==> config.mk <==
export PLATFORM = sky130hd
export DESIGN_NAME = line_follow_pwm_motor_drive
export DESIGN_NICKNAME = d
export VERILOG_FILES = /design/src/hdl/lfpmd_pkg.sv /design/src/hdl/line_follow_pwm_motor_drive.sv
export SDC_FILE = /design/constraint.sdc
export NUM_CORES = 1
export LEC_CHECK = 0
export ABC_AREA = 1
export ABC_CLOCK_PERIOD_IN_PS = 2400
export BUFFER_PORTS_ARGS = -buffer_cell sky130_fd_sc_hd__clkbuf_2
export CAP_MARGIN = 15
export CORE_MARGIN = 2
export CORE_UTILIZATION = 39
export CTS_BUF_LIST = sky130_fd_sc_hd__clkbuf_8
export DETAILED_ROUTE_END_ITERATION = 8
export GPL_TIMING_DRIVEN = 1
export PLACE_DENSITY = 0.72
export SLEW_MARGIN = 20
export SYNTH_ARGS = -nofsm -noshare
export SYNTH_HDL_FRONTEND = slang
export SYNTH_SLANG_ARGS = --single-unit
==> constraint.sdc <==
create_clock -name clk -period 2.4 [get_ports clk]
set_input_delay 0.48 -clock clk [delete_from_list [all_inputs] [get_ports clk]]
set_output_delay 0.48 -clock clk [all_outputs]
set_load 0.02 [all_outputs]
==> src/hdl/lfpmd_pkg.sv <==
package lfpmd_pkg;

    // Sample beat: one PWM tick with both sensor readings
    typedef struct packed {
        logic [7:0] left_sample;
        logic [7:0] right_sample;
    } sample_t;

    // Drive beat: pin levels after the tick
    typedef struct packed {
        logic left_forward;
        logic left_reverse;
        logic right_forward;
        logic right_reverse;
        logic running;
    } drive_t;

    // Motor direction codes; 3 also means off
    localparam logic [1:0] DIR_OFF = 2'd0;
    localparam logic [1:0] DIR_FWD = 2'd1;
    localparam logic [1:0] DIR_REV = 2'd2;

    // Register indexes (word address)
    localparam logic [1:0] REG_DARK_THRESHOLD = 2'd0;
    localparam logic [1:0] REG_DRIVE_DUTY     = 2'd1;
    localparam logic [1:0] REG_STOP_LIMIT     = 2'd2;
    localparam logic [1:0] REG_PERIOD_LAST    = 2'd3;

    // Reset values
    localparam logic [7:0] RST_DARK_THRESHOLD = 8'd112;
    localparam logic [6:0] RST_DRIVE_DUTY     = 7'd90;
    localparam logic [5:0] RST_STOP_LIMIT     = 6'd20;
    localparam logic [6:0] RST_PERIOD_LAST    = 7'd99;

    // Pin pair for a direction: bit 0 forward, bit 1 reverse
    function automatic logic [1:0] pair_for(input logic [1:0] dir);
        logic [1:0] pair;
        pair = 2'b00;
        if (dir == DIR_FWD)
        begin
            pair = 2'b01;
        end
        else if (dir == DIR_REV)
        begin
            pair = 2'b10;
        end
        return pair;
    endfunction

endpackage

==> src/hdl/line_follow_pwm_motor_drive.sv <==
// Channel  | Signals                            | Direction | Beat
// ---------+------------------------------------+-----------+--------------------------
// sample   | sample_valid, sample_ready, sample | in        | one PWM tick, two sensors
// drive    | drive_valid, drive_ready, drive    | out       | four pins and running
// config   | psel, penable, pwrite, paddr, ...  | in/out    | one 32-bit register
//
// One sample beat per cycle while ready; its drive beat is valid the cycle after acceptance.
// All state updates happen in the accept cycle through one level of compares
// and small adds; the drive output register decouples the two channels.
// sample_ready is low only while a drive beat is held by drive_ready low.
// rst_n is asynchronous, active low; registers return to their reset values
// and the first PWM period after reset has all pins off.
module line_follow_pwm_motor_drive
    import lfpmd_pkg::*;
(
    input  logic        clk,
    input  logic        rst_n,

    input  logic        sample_valid,
    output logic        sample_ready,
    input  sample_t     sample,

    output logic        drive_valid,
    input  logic        drive_ready,
    output drive_t      drive,

    input  logic        psel,
    input  logic        penable,
    input  logic        pwrite,
    input  logic [3:0]  paddr,
    input  logic [31:0] pwdata,
    output logic [31:0] prdata,
    output logic        pready
);

    // Configuration registers
    logic [7:0] dark_threshold_reg;
    logic [6:0] drive_duty_reg;
    logic [5:0] stop_limit_reg;
    logic [6:0] period_last_reg;

    // Follower state
    logic [6:0] pwm_count_reg,  pwm_count_next;
    logic [1:0] left_dir_reg,   left_dir_next;
    logic [1:0] right_dir_reg,  right_dir_next;
    logic [6:0] left_duty_reg,  left_duty_next;
    logic [6:0] right_duty_reg, right_duty_next;
    logic [5:0] dark_count_reg, dark_count_next;
    logic       active_reg,     active_next;
    logic [3:0] pins_reg,       pins_next;   // [0] LF, [1] LR, [2] RF, [3] RR

    // Output stage
    logic       drive_valid_reg, drive_valid_next;
    drive_t     drive_reg;

    logic       sample_fire;
    logic       cfg_write;
    logic [1:0] cfg_index;
    logic       wrap;
    logic       left_dark;
    logic       right_dark;
    logic [6:0] dark_inc;
    logic       stop_hit;
    logic [3:0] pins_wrap;

    assign cfg_write = psel && penable && pwrite;
    assign cfg_index = paddr[3:2];
    assign pready    = 1'b1;

    // ---------------- configuration port ----------------
    always_ff @(posedge clk or negedge rst_n)
    begin
        if (!rst_n)
        begin
            dark_threshold_reg <= RST_DARK_THRESHOLD;
            drive_duty_reg     <= RST_DRIVE_DUTY;
            stop_limit_reg     <= RST_STOP_LIMIT;
            period_last_reg    <= RST_PERIOD_LAST;
        end
        else if (cfg_write)
        begin
            unique case (cfg_index)
                REG_DARK_THRESHOLD: dark_threshold_reg <= pwdata[7:0];
                REG_DRIVE_DUTY:     drive_duty_reg     <= pwdata[6:0];
                REG_STOP_LIMIT:     stop_limit_reg     <= pwdata[5:0];
                REG_PERIOD_LAST:    period_last_reg    <= pwdata[6:0];
                default:            ;
            endcase
        end
    end

    always_comb
    begin
        prdata = 32'd0;
        unique case (cfg_index)
            REG_DARK_THRESHOLD: prdata = {24'd0, dark_threshold_reg};
            REG_DRIVE_DUTY:     prdata = {25'd0, drive_duty_reg};
            REG_STOP_LIMIT:     prdata = {26'd0, stop_limit_reg};
            REG_PERIOD_LAST:    prdata = {25'd0, period_last_reg};
            default:            prdata = 32'd0;
        endcase
    end

    // ---------------- handshake ----------------
    // Accept whenever the output slot is empty or draining this cycle.
    assign sample_ready = !drive_valid_reg || drive_ready;
    assign sample_fire  = sample_valid && sample_ready;

    // ---------------- tick logic ----------------
    // Counter past period_last (possible after a register write) wraps too.
    assign wrap       = (pwm_count_reg >= period_last_reg);
    assign left_dark  = (sample.left_sample  >= dark_threshold_reg);
    assign right_dark = (sample.right_sample >= dark_threshold_reg);
    // 7-bit increment so a limit of 63 stops at 64 instead of wrapping
    assign dark_inc   = {1'b0, dark_count_reg} + 7'd1;
    assign stop_hit   = (dark_inc > {1'b0, stop_limit_reg});
    // Pins at wrap follow the directions held before this period's decision
    assign pins_wrap  = {pair_for(right_dir_reg), pair_for(left_dir_reg)};

    always_comb
    begin
        pwm_count_next  = pwm_count_reg;
        left_dir_next   = left_dir_reg;
        right_dir_next  = right_dir_reg;
        left_duty_next  = left_duty_reg;
        right_duty_next = right_duty_reg;
        dark_count_next = dark_count_reg;
        active_next     = active_reg;
        pins_next       = pins_reg;

        // Once stopped, nothing moves and the held pins are reported.
        if (active_reg)
        begin
            if (!wrap)
            begin
                pwm_count_next = pwm_count_reg + 7'd1;
            end
            else
            begin
                pwm_count_next = 7'd0;
                pins_next      = pins_wrap;
                if (left_dark && right_dark)
                begin
                    if (stop_hit)
                    begin
                        // permanent stop: all off, duties zero
                        dark_count_next = 6'd0;
                        active_next     = 1'b0;
                        left_dir_next   = DIR_OFF;
                        right_dir_next  = DIR_OFF;
                        left_duty_next  = 7'd0;
                        right_duty_next = 7'd0;
                    end
                    else
                    begin
                        dark_count_next = dark_inc[5:0];
                    end
                end
                else
                begin
                    left_dir_next   = DIR_FWD;
                    right_dir_next  = DIR_FWD;
                    // dark on one side: stop that side's motor to turn toward it
                    left_duty_next  = left_dark  ? 7'd0 : drive_duty_reg;
                    right_duty_next = right_dark ? 7'd0 : drive_duty_reg;
                end
            end

            // Duty compare uses the updated counter and duties
            if (pwm_count_next == left_duty_next)
            begin
                pins_next[1:0] = 2'b00;
            end
            if (pwm_count_next == right_duty_next)
            begin
                pins_next[3:2] = 2'b00;
            end
        end
    end

    always_ff @(posedge clk or negedge rst_n)
    begin
        if (!rst_n)
        begin
            pwm_count_reg  <= 7'd0;
            left_dir_reg   <= DIR_FWD;
            right_dir_reg  <= DIR_FWD;
            left_duty_reg  <= RST_DRIVE_DUTY;
            right_duty_reg <= RST_DRIVE_DUTY;
            dark_count_reg <= 6'd0;
            active_reg     <= 1'b1;
            pins_reg       <= 4'd0;
        end
        else if (sample_fire)
        begin
            pwm_count_reg  <= pwm_count_next;
            left_dir_reg   <= left_dir_next;
            right_dir_reg  <= right_dir_next;
            left_duty_reg  <= left_duty_next;
            right_duty_reg <= right_duty_next;
            dark_count_reg <= dark_count_next;
            active_reg     <= active_next;
            pins_reg       <= pins_next;
        end
    end

    // ---------------- output register ----------------
    always_comb
    begin
        drive_valid_next = drive_valid_reg;
        if (sample_fire)
        begin
            drive_valid_next = 1'b1;
        end
        else if (drive_ready)
        begin
            drive_valid_next = 1'b0;
        end
    end

    always_ff @(posedge clk or negedge rst_n)
    begin
        if (!rst_n)
        begin
            drive_valid_reg <= 1'b0;
        end
        else
        begin
            drive_valid_reg <= drive_valid_next;
        end
    end

    // payload register, no reset needed
    always_ff @(posedge clk)
    begin
        if (sample_fire)
        begin
            drive_reg.left_forward  <= pins_next[0];
            drive_reg.left_reverse  <= pins_next[1];
            drive_reg.right_forward <= pins_next[2];
            drive_reg.right_reverse <= pins_next[3];
            drive_reg.running       <= active_next;
        end
    end

    assign drive_valid = drive_valid_reg;
    assign drive       = drive_reg;

endmodule

==> flow_metrics.env, run 1 <==
export IMPL_reg2reg_to="drive[1]$_DFFE_PP_"
export IMPL_dominantRegCellSynth="dfrtp_1"
export IMPL_synth_most_common_cell="nand2_1"
export IMPL_reg2regPathDepth=22
export IMPL_cap_violations=0
export IMPL_synth_top_family_by_area="simple AND/OR/NAND/NOR gates"
export IMPL_synthTopCellsByArea="dfrtp_1 (23%), nand2_1 (16%), dfstp_2 (14%)"
export IMPL_start_util_pct=39.5
export IMPL_grt_use_total_pct=18.8
export IMPL_syn_area_sq_mm=0.00424
export IMPL_skew_ps=14.5
export IMPL_syn_area_per_cell_sq_um=7.60
export IMPL_fp_row_count=38
export IMPL_numCtsBuffers=9
export IMPL_die_h_microns=108
export IMPL_yosysSeqAreaShare_pct=40.8
export IMPL_hold_viol=0
export IMPL_finalMaxSlewViolations=0
export IMPL_drc=0
export IMPL_fillers=1026
export IMPL_cts_tree="yes"
export IMPL_diodes=0
export IMPL_drive_above_1_share_pct=28.9
export IMPL_synthAdderAreaFrac_pct=9.14
export IMPL_hp_class="input port to async pin"
export IMPL_wl_microns=10200
export IMPL_vias_per_cell=4.85
export IMPL_setup_ws_ps=-507
export IMPL_grt_pass1_vias=3794
export IMPL_period_share_pct=121
export IMPL_muxShareOfSynthArea_pct=0
export IMPL_failed_checks="setup timing"
export IMPL_synth_common_cells="nand2_1 (183), inv_1 (65), o21ai_0 (61)"
export IMPL_p_leak_nw=2.76
export IMPL_grtUsageMet2_pct=32.7
export IMPL_async_flop_share_pct=92.5
export IMPL_grt_max_degree=41
export IMPL_max_slew_margin_pct=58.5
export IMPL_cp_max_fo=8
export IMPL_antenna_found_initial=0
export IMPL_clkSlewWorstSetupHoldPaths_ps=90
export IMPL_status="finished with violations"
export IMPL_gp_congestion=0.860
export IMPL_syn_instance_count=558
export IMPL_powerDensity_mw_per_mm2=1190
export IMPL_synth_edf_count=5
export IMPL_ctsHoldBuffers=0
export IMPL_synth_simple_gate_area_share_pct=24.3
export IMPL_ys_ff_latch=67
export IMPL_worstMarginPinSlew_ps=623
export IMPL_setup_viol=26
export IMPL_synth_compound_area_share_pct=12.1
export IMPL_die_w_microns=108
export IMPL_placed_area_sq_mm=0.00487
export IMPL_met1_usage_pct=23.6
export IMPL_fin_util_pct=49.5
export IMPL_yosysTopAreaCellShare_pct=23.0
export IMPL_cts_num_sinks=67
export IMPL_htree_levels=3
export IMPL_endpoint_kind="register"
export IMPL_startpoint_type="register"
export IMPL_num_vias=3893
export IMPL_numPortBuffers=47
export IMPL_final_cell_area_sq_mm=0.00532
export IMPL_root_buffer="clkbuf_8"
export IMPL_fin_crit_ps=2910
export IMPL_gr_total_overflow=0
export IMPL_clockBufferDepth=2
export IMPL_r2r_start="dark_count_reg[0]$_DFFE_PN0P_"
export IMPL_synth_top_cell_by_area="dfrtp_1"
export IMPL_ir_worst_vdd_v=0.000538
export IMPL_grt_pass1_wl_microns=17400
export IMPL_drt_iter0_drc=230
export IMPL_wl_per_cell_microns=12.7
export IMPL_clk_latency_ps=350
export IMPL_num_nets_final=747
export IMPL_syn_to_final_growth_pct=25.4
export IMPL_die_area_sq_mm=0.0117
export IMPL_required_ps=2500
export IMPL_r2r_slack_ps=-510
export IMPL_drtAntennaViolNets=0
export IMPL_rsz0062_at_grt="yes"
export IMPL_floorplan_core_area_sq_mm=0.0107
export IMPL_grt_busiest_layer="met2"
export IMPL_critPathKind="register to register"
export IMPL_yosys_warnings=0
export IMPL_io_pins=99
export IMPL_gr_usage_met3_pct=3.92
export IMPL_max_clock_freq_mhz=344
export IMPL_yosys_cell_types_count=33
export IMPL_dp_final_hpwl_microns=7600
export IMPL_worstPathArrival_ps=3010
export IMPL_post_place_ws_ps=-550
export IMPL_largest_reg_flops=8
export IMPL_fin_tns_setup_ps=-7040
export IMPL_firstDrtPassIters=5
export IMPL_synth_xor_area_share_pct=1.86
-- routing by layer --
| metal | up-vias | part of all wire, % |
|---|---|---|
| met5 | - | 0 |
| met4 | 0 | 1.9 |
| met3 | 17 | 4.5 |
| met2 | 109 | 51 |
| met1 | 1814 | 42 |
| li1 | 1953 | - |
-- worst max-delay path, stage by stage, from the launching register on --
cell	delay, ps
dfrtp_1	400
nand3_2	120
nor2_4	130
nand2_2	60
xor2_1	180
inv_1	100
ha_4	290
and3_4	190
nand2_2	60
nand2_2	60
nand2_2	70
nand2_4	70
o21bai_4	60
buf_12	140
buf_4	140
nand2_2	50
nand3_1	60
nand2_1	70
nand3_2	60
nor2_2	120
nand2_2	70
nand2_2	80
a21oi_1	60
-- what timing repair did --
item	CTS	global route
pin swaps	13	15
setup buffers	4	4
gates cloned	1	0
resized for setup	16	44
endpoints found under the setup margin	23	35
endpoints found under the hold margin	0	0
-- cell type report --
cell class,instances,area (sq um),area share (%)
repair inverters,1,7.51,0.141
multi-input cells,413,2250,42.4
well taps,140,175,3.29
inverters,65,246,4.63
clock buffers,9,124,2.33
flip-flops and latches,67,1730,32.5
clock inverters,7,100,1.88
repair buffers,100,681,12.8
-- power breakdown --
group	internal, W	switching (W)
sequential	0.00153	0.000233
clock	0.000594	0.000481
combinational	0.00153	0.00198
-- cells by family after synthesis --
group	Yosys count
xor+xnor	9
buf+inv	101
flops	67
fa+ha+maj	31
other cells	2
compound gates	94
simple gates	254
-- worst max-delay path by stage --
stage | end | depth (start not counted) | slack [ps] | start
final | drive[1]$_DFFE_PP_ | 22 | -510 | dark_count_reg[0]$_DFFE_PN0P_
after global routing | drive[1]$_DFFE_PP_ | 22 | -710 | dark_count_reg[0]$_DFFE_PN0P_
after CTS | drive[3]$_DFFE_PP_ | 19 | -520 | dark_count_reg[0]$_DFFE_PN0P_
after detailed placement | drive[4]$_DFFE_PP_ | 20 | -550 | dark_count_reg[1]$_DFFE_PN0P_
after global placement | drive[4]$_DFFE_PP_ | 19 | -420 | dark_count_reg[1]$_DFFE_PN0P_
after floorplan | drive[4]$_DFFE_PP_ | 19 | -190 | dark_count_reg[0]$_DFFE_PN0P_
-- layout by cell type (no fill, tap or decap), types with 2 or more instances in the layout --
cell	count
a21oi_1	17
a21oi_2	3
buf_12	2
buf_4	46
buf_6	4
bufinv_16	2
clkbuf_2	47
clkbuf_8	9
clkinv_4	2
conb_1	25
dfrtp_1	39
dfstp_2	23
edfxtp_1	5
ha_1	29
inv_1	63
inv_6	2
nand2_1	164
nand2_2	24
nand3_1	25
nand3_2	4
nand4_1	3
nor2_1	18
nor2_2	6
nor2_4	4
o21a_1	3
o21ai_0	50
o21ai_1	13
xnor2_1	2
xor2_1	7
-- metrics by stage --
stage	hold slack, ps	std cells	power [W]
floorplan	184	581	0.00374
global placement	452	778	0.00456
detailed placement	462	778	0.00468
CTS	134	799	0.00595
global route	161	802	0.00688
finish	124	802	0.00635
No activity file was read; power rests on OpenSTA's default activity.
==> run 2: changes to the inputs <==
Settings changed: CELL_PAD_IN_SITES_DETAIL_PLACEMENT set to 0, CELL_PAD_IN_SITES_GLOBAL_PLACEMENT set to 1, CORE_UTILIZATION 39 to 36, PLACE_DENSITY 0.72 to 0.87.
==> flow_metrics.env, run 2 (same netlist as run 1, synthesis figures left out) <==
export IMPL_clk_latency_ps=370
export IMPL_cts_tree="yes"
export IMPL_grt_max_degree=63
export IMPL_holdWs_ps=254
export IMPL_root_buffer="clkbuf_8"
export IMPL_syn_to_final_growth_pct=28.3
export IMPL_failed_checks="setup timing"
export IMPL_largest_reg_flops=8
export IMPL_r2r_slack_ps=-480
export IMPL_clockBufferDepth=2
export IMPL_rsz0062_at_grt="yes"
export IMPL_reg2regPathDepth=19
export IMPL_die_w_microns=113
export IMPL_seq_area_sq_mm=0.00173
export IMPL_firstDrtPassIters=4
export IMPL_diodes=0
export IMPL_drt_iter0_drc=157
export IMPL_layout_common_cells="nand2_1 (157), inv_1 (64), buf_4 (56)"
export IMPL_dp_final_hpwl_microns=7610
export IMPL_grt_busiest_layer="met2"
export IMPL_drc=0
export IMPL_grtUsageMet2_pct=28.5
export IMPL_wl_per_cell_microns=12.8
export IMPL_numPortBuffers=47
export IMPL_floorplan_core_area_sq_mm=0.0115
export IMPL_drive_above_1_share_pct=31.5
export IMPL_die_h_microns=113
export IMPL_gp_congestion=0.848
export IMPL_p_leak_nw=2.81
export IMPL_final_cell_area_sq_mm=0.00544
export IMPL_die_area_sq_mm=0.0127
export IMPL_crit_top_cell="nand2_2"
export IMPL_fp_row_count=39
export IMPL_num_nets_final=754
export IMPL_ir_worst_vdd_v=0.000487
export IMPL_fin_crit_ps=2880
export IMPL_worstPathArrival_ps=3000
export IMPL_max_slew_margin_pct=44.7
export IMPL_critPathMaxStageDelay_ps=390
export IMPL_cp_cell_sequence="ha_2 > nand2_2 > nor2_4 > xor2_1 > ha_1 > and3_4 > nand2_1 > nand2_1 > nand2_2 > nand2_4 > o21bai_4 > buf_6 > nand2_2 > nand2_2 > xnor2_2 > nor2_2 > nand2_2 > nand2_2 > a21oi_1"
export IMPL_powerDensity_mw_per_mm2=1160
export IMPL_drtAntennaViolNets=0
export IMPL_fillers=1130
export IMPL_status="finished with violations"
export IMPL_cp_max_fo=5
export IMPL_cts_num_sinks=67
export IMPL_vias_per_cell=4.75
export IMPL_placed_area_sq_mm=0.00490
export IMPL_period_share_pct=120
export IMPL_grt_use_total_pct=16.7
export IMPL_gr_total_overflow=0
export IMPL_cap_violations=0
export IMPL_io_pins=99
export IMPL_r2r_start="dark_count_reg[0]$_DFFE_PN0P_"
export IMPL_grt_pass1_wl_microns=17000
export IMPL_fin_util_pct=47.5
export IMPL_skew_ps=13.5
export IMPL_num_vias=3857
export IMPL_antenna_found_initial=0
export IMPL_dp_cells=787
export IMPL_finalMaxSlewViolations=0
export IMPL_reg2reg_to="drive[3]$_DFFE_PP_"
export IMPL_max_clock_freq_mhz=347
export IMPL_met1_usage_pct=21.2
export IMPL_wl_microns=10400
export IMPL_hold_viol=0
export IMPL_crit_family="simple AND/OR/NAND/NOR gates"
export IMPL_setup_viol=23
export IMPL_start_util_pct=37.0
export IMPL_endpoint_kind="register"
export IMPL_startpoint_type="register"
export IMPL_clkSlewWorstSetupHoldPaths_ps=90
export IMPL_crit_slowest_cell="dfrtp_1"
export IMPL_p_total_w=0.00629
export IMPL_htree_levels=3
export IMPL_gr_usage_met3_pct=4.43
export IMPL_multi_input_area_sq_mm=0.00237
export IMPL_numCtsBuffers=9
export IMPL_worstMarginPinSlew_ps=829
export IMPL_required_ps=2520
export IMPL_critPathKind="register to register"
export IMPL_hp_class="input port to async pin"
export IMPL_final_common_cell="nand2_1"
export IMPL_cp_buffers_inverters=1
export IMPL_grt_pass1_vias=3685
export IMPL_post_layout_nonfiller_instances=812
export IMPL_setup_ws_ps=-481
run 2: cell count changes in the layout (fill, tap and decap cells not counted), sizes merged:
| cell | previous run | this run |
|---|---|---|
| buf | 53 | 59 |
| clkbuf | 56 | 57 |
| o21bai | 1 | 2 |
| bufinv | 2 | 0 |
| inv | 67 | 69 |
| clkinv | 3 | 2 |
run 2: worst register-to-register path: stages (launching register included):
cell	delay (ps)
dfrtp_1	390
ha_2	210
nand2_2	70
nor2_4	120
xor2_1	200
ha_1	280
and3_4	180
nand2_1	60
nand2_1	70
nand2_2	100
nand2_4	80
o21bai_4	230
buf_6	150
nand2_2	50
nand2_2	70
xnor2_2	60
nor2_2	120
nand2_2	80
nand2_2	70
a21oi_1	50
run 2: repair_timing:
| item | 4_1_cts | 5_1_grt |
|---|---|---|
| buffers inserted | 5 | 3 |
| hold buffers | 0 | 0 |
| setup endpoints to repair | 23 | 29 |
| pin swaps | 7 | 14 |
| cloned | 1 | 1 |
| gates resized for setup | 7 | 75 |
run 2: report_power, final:
group / switching, W / internal, W
clock: 0.000526 / 0.000403
sequential: 0.000263 / 0.00153
combinational: 0.00201 / 0.00155
total: 0.00280 / 0.00349
run 2: worst max path at each step:
stage	start	end	slack, ps	cells after the start
floorplan	dark_count_reg[0]$_DFFE_PN0P_	drive[4]$_DFFE_PP_	-190	19
global placement	dark_count_reg[1]$_DFFE_PN0P_	drive[4]$_DFFE_PP_	-410	20
detailed placement	dark_count_reg[1]$_DFFE_PN0P_	drive[4]$_DFFE_PP_	-510	21
CTS	dark_count_reg[0]$_DFFE_PN0P_	drive[4]$_DFFE_PP_	-440	20
global route	dark_count_reg[0]$_DFFE_PN0P_	drive[4]$_DFFE_PP_	-690	19
finish	dark_count_reg[0]$_DFFE_PN0P_	drive[3]$_DFFE_PP_	-480	19
run 2: layout make-up:
type / instances / area share, %
multi-input combinational: 414 / 43.6
sequential: 67 / 31.8
timing repair buffer: 107 / 13.3
inverter: 65 / 4.53
tap: 143 / 3.29
clock buffer: 9 / 2.28
clock inverter: 7 / 1.24
run 2: layer usage:
layer	vias to the layer above	wire length (microns)
li1	1956	-
met1	1820	4610
met2	66	5250
met5	-	0
met3	15	374
met4	0	127
run 2: stage by stage:
stage / setup TNS (ps) / worst slack (ps)
4_1_cts: -5230 / -443
3_5_place_dp: -7160 / -514
2_1_floorplan: -894 / -187
5_1_grt: -9360 / -692
3_3_place_gp: -4400 / -407
6_report: -5340 / -481
==> run 3: changes to the inputs <==
Settings changed: ABC_AREA 1 to 0, CORE_UTILIZATION 36 to 39, SETUP_SLACK_MARGIN set to 0.4.
==> flow_metrics.env, run 3 <==
export IMPL_grt_max_degree=63
export IMPL_synth_top_cell_by_area="dfrtp_1"
export IMPL_root_buffer="clkbuf_8"
export IMPL_hp_class="input port to async pin"
export IMPL_syn_area_sq_mm=0.00425
export IMPL_synth_common_cells="dfrtp_1 (39), ha_1 (31), nand2_1 (29)"
export IMPL_synthTopCellsByArea="dfrtp_1 (23%), dfstp_2 (14%), ha_1 (9.1%)"
export IMPL_drt_iter0_drc=161
export IMPL_period_share_pct=103
export IMPL_die_h_microns=108
export IMPL_drc=0
export IMPL_setup_ws_ps=-69.1
export IMPL_hold_viol=0
export IMPL_final_cell_area_sq_mm=0.00566
export IMPL_num_nets_final=583
export IMPL_synth_most_common_cell="dfrtp_1"
export IMPL_worstPathArrival_ps=2570
export IMPL_fin_crit_ps=2470
export IMPL_gr_total_overflow=0
export IMPL_yosys_cell_types_count=65
export IMPL_layout_common_cells="clkbuf_2 (44), dfrtp_1 (36), buf_4 (35)"
export IMPL_num_vias=3357
export IMPL_fp_row_count=38
export IMPL_worstMarginPinSlew_ps=809
export IMPL_syn_instance_count=395
export IMPL_syn_to_final_growth_pct=33.1
export IMPL_htree_levels=3
export IMPL_status="finished with violations"
export IMPL_yosys_warnings=0
export IMPL_gp_congestion=0.869
export IMPL_grt_pass1_wl_microns=17800
export IMPL_dr_wl_met2_microns=5580
export IMPL_rsz0062_at_grt="yes"
export IMPL_skew_ps=10.6
export IMPL_p_leak_nw=2.52
export IMPL_powerDensity_mw_per_mm2=1120
export IMPL_start_util_pct=39.5
export IMPL_holdWs_ps=300
export IMPL_ir_worst_vdd_v=0.000654
export IMPL_numPortBuffers=47
export IMPL_vias_per_cell=5.26
export IMPL_die_area_sq_mm=0.0117
export IMPL_ys_ff_latch=67
export IMPL_numCtsBuffers=9
export IMPL_syn_area_per_cell_sq_um=10.8
export IMPL_startpoint_type="register"
export IMPL_floorplan_core_area_sq_mm=0.0107
export IMPL_met3_length_microns=466
export IMPL_yosysTopAreaCellShare_pct=23.0
export IMPL_cp_max_fo=3
export IMPL_diodes=0
export IMPL_wl_per_cell_microns=16.9
export IMPL_required_ps=2500
export IMPL_grt_pass1_vias=3612
export IMPL_wl_met1_microns=4520
export IMPL_max_slew_margin_pct=46.1
export IMPL_max_clock_freq_mhz=405
export IMPL_largest_reg_flops=8
export IMPL_wl_microns=10800
export IMPL_dp_final_hpwl_microns=7530
export IMPL_firstDrtPassIters=5
export IMPL_synth_edf_count=5
export IMPL_die_w_microns=108
export IMPL_grt_use_total_pct=19.7
export IMPL_clockBufferDepth=2
export IMPL_cts_num_sinks=67
export IMPL_failed_checks="setup timing"
export IMPL_drive_above_1_share_pct=50.6
export IMPL_cap_violations=0
export IMPL_final_common_cell="clkbuf_2"
export IMPL_async_flop_share_pct=92.5
export IMPL_critPathKind="register to register"
export IMPL_endpoint_kind="register"
export IMPL_placed_area_sq_mm=0.00492
export IMPL_top_layer="met4"
export IMPL_dominantRegCellSynth="dfrtp_1"
export IMPL_clk_latency_ps=340
export IMPL_yosysSeqAreaShare_pct=40.7
export IMPL_cts_tree="yes"
export IMPL_antenna_found_initial=0
export IMPL_setup_viol=6
export IMPL_finalMaxSlewViolations=0
export IMPL_clkSlewWorstSetupHoldPaths_ps=80
export IMPL_fin_tns_setup_ps=-98.9
export IMPL_drtAntennaViolNets=0
export IMPL_io_pins=99
## run 3: cell types whose count changed in the layout (fill, tap and decap cells not counted), sizes merged, moves of 8 or more
cell / change
inv: -40
nand3: -21
a22o: +14
a21oi: -9
nor2: -8
mux2: +30
o21ai: -43
nand2: -160
## run 3: routing by layer
layer  GRT usage [%]  up-vias
li1                -     1574
met1            24.7     1668
met2            33.8       90
met3            3.56       25
met4            7.14        0
met5               0        -
## run 3: path summary, 6_finish.rpt
kind	startpoint	to	slack, ps	cells past startpoint
worst max register to register	dark_count_reg[1]$_DFFE_PN0P_	drive[4]$_DFFE_PP_	-70	10
worst min-delay path	rst_n	pwm_count_reg[5]$_DFFE_PN0P_	300	2
min in group clk	sample_valid	drive_valid$_DFFE_PN0P_	350	2
worst max-delay path	dark_count_reg[1]$_DFFE_PN0P_	drive[4]$_DFFE_PP_	-70	10
worst min register to register	pins_reg[0]$_DFFE_PN0P_	pins_reg[0]$_DFFE_PN0P_	510	1
max in group asynchronous	rst_n	dark_count_reg[0]$_DFFE_PN0P_	1510	2
## run 3: area by class of cell
type	instances	area (sq um)
flip-flops and latches	67	1730
clock buffers	9	124
fillers	932	5090
well taps	140	175
multi-input cells	287	2690
inverters	27	104
repair buffers	101	749
clock inverters	7	76.3
## run 3: cells by family after synthesis
logic type,Yosys count,synth area share [%]
other,2,0.177
AO/OA/AOI/OAI,79,13.6
buffers and inverters,64,8.63
adder cells (fa/ha/maj),31,9.13
AND/OR/NAND/NOR,98,12.1
flip-flops,67,40.7
multiplexers,37,11.4
XOR/XNOR,17,4.27
## run 3: report_power, final
part	switching, W	internal [W]
Combinational	0.00166	0.00177
Clock	0.000481	0.000487
Sequential	0.000381	0.00158
## run 3: worst max-delay path, stage by stage (launching register included)
cell      delay (ps)
dfrtp_1          400
buf_6            130
ha_4             160
xor2_1           170
ha_1             340
nand3b_1         100
a21oi_2          170
o22ai_4          110
a311oi_2         240
o32ai_2          140
a32o_2           260
## run 3: stage by stage
stage	util, %	worst slack [ps]	cells	total power, W
2_1_floorplan	-	117	418	0.00372
3_3_place_gp	45.7	-138	604	0.00438
3_5_place_dp	45.7	-201	604	0.00449
4_1_cts	51.2	-34.2	632	0.00603
5_1_grt	52.6	-149	638	0.00674
6_report	52.6	-69.1	638	0.00636
## run 3: timing repair
| item | CTS | global route |
|---|---|---|
| hold buffers | 0 | 0 |
| endpoints found under the setup margin | 44 | 39 |
| setup buffers | 12 | 6 |
| gates resized for setup | 55 | 34 |
| pin swaps | 33 | 26 |
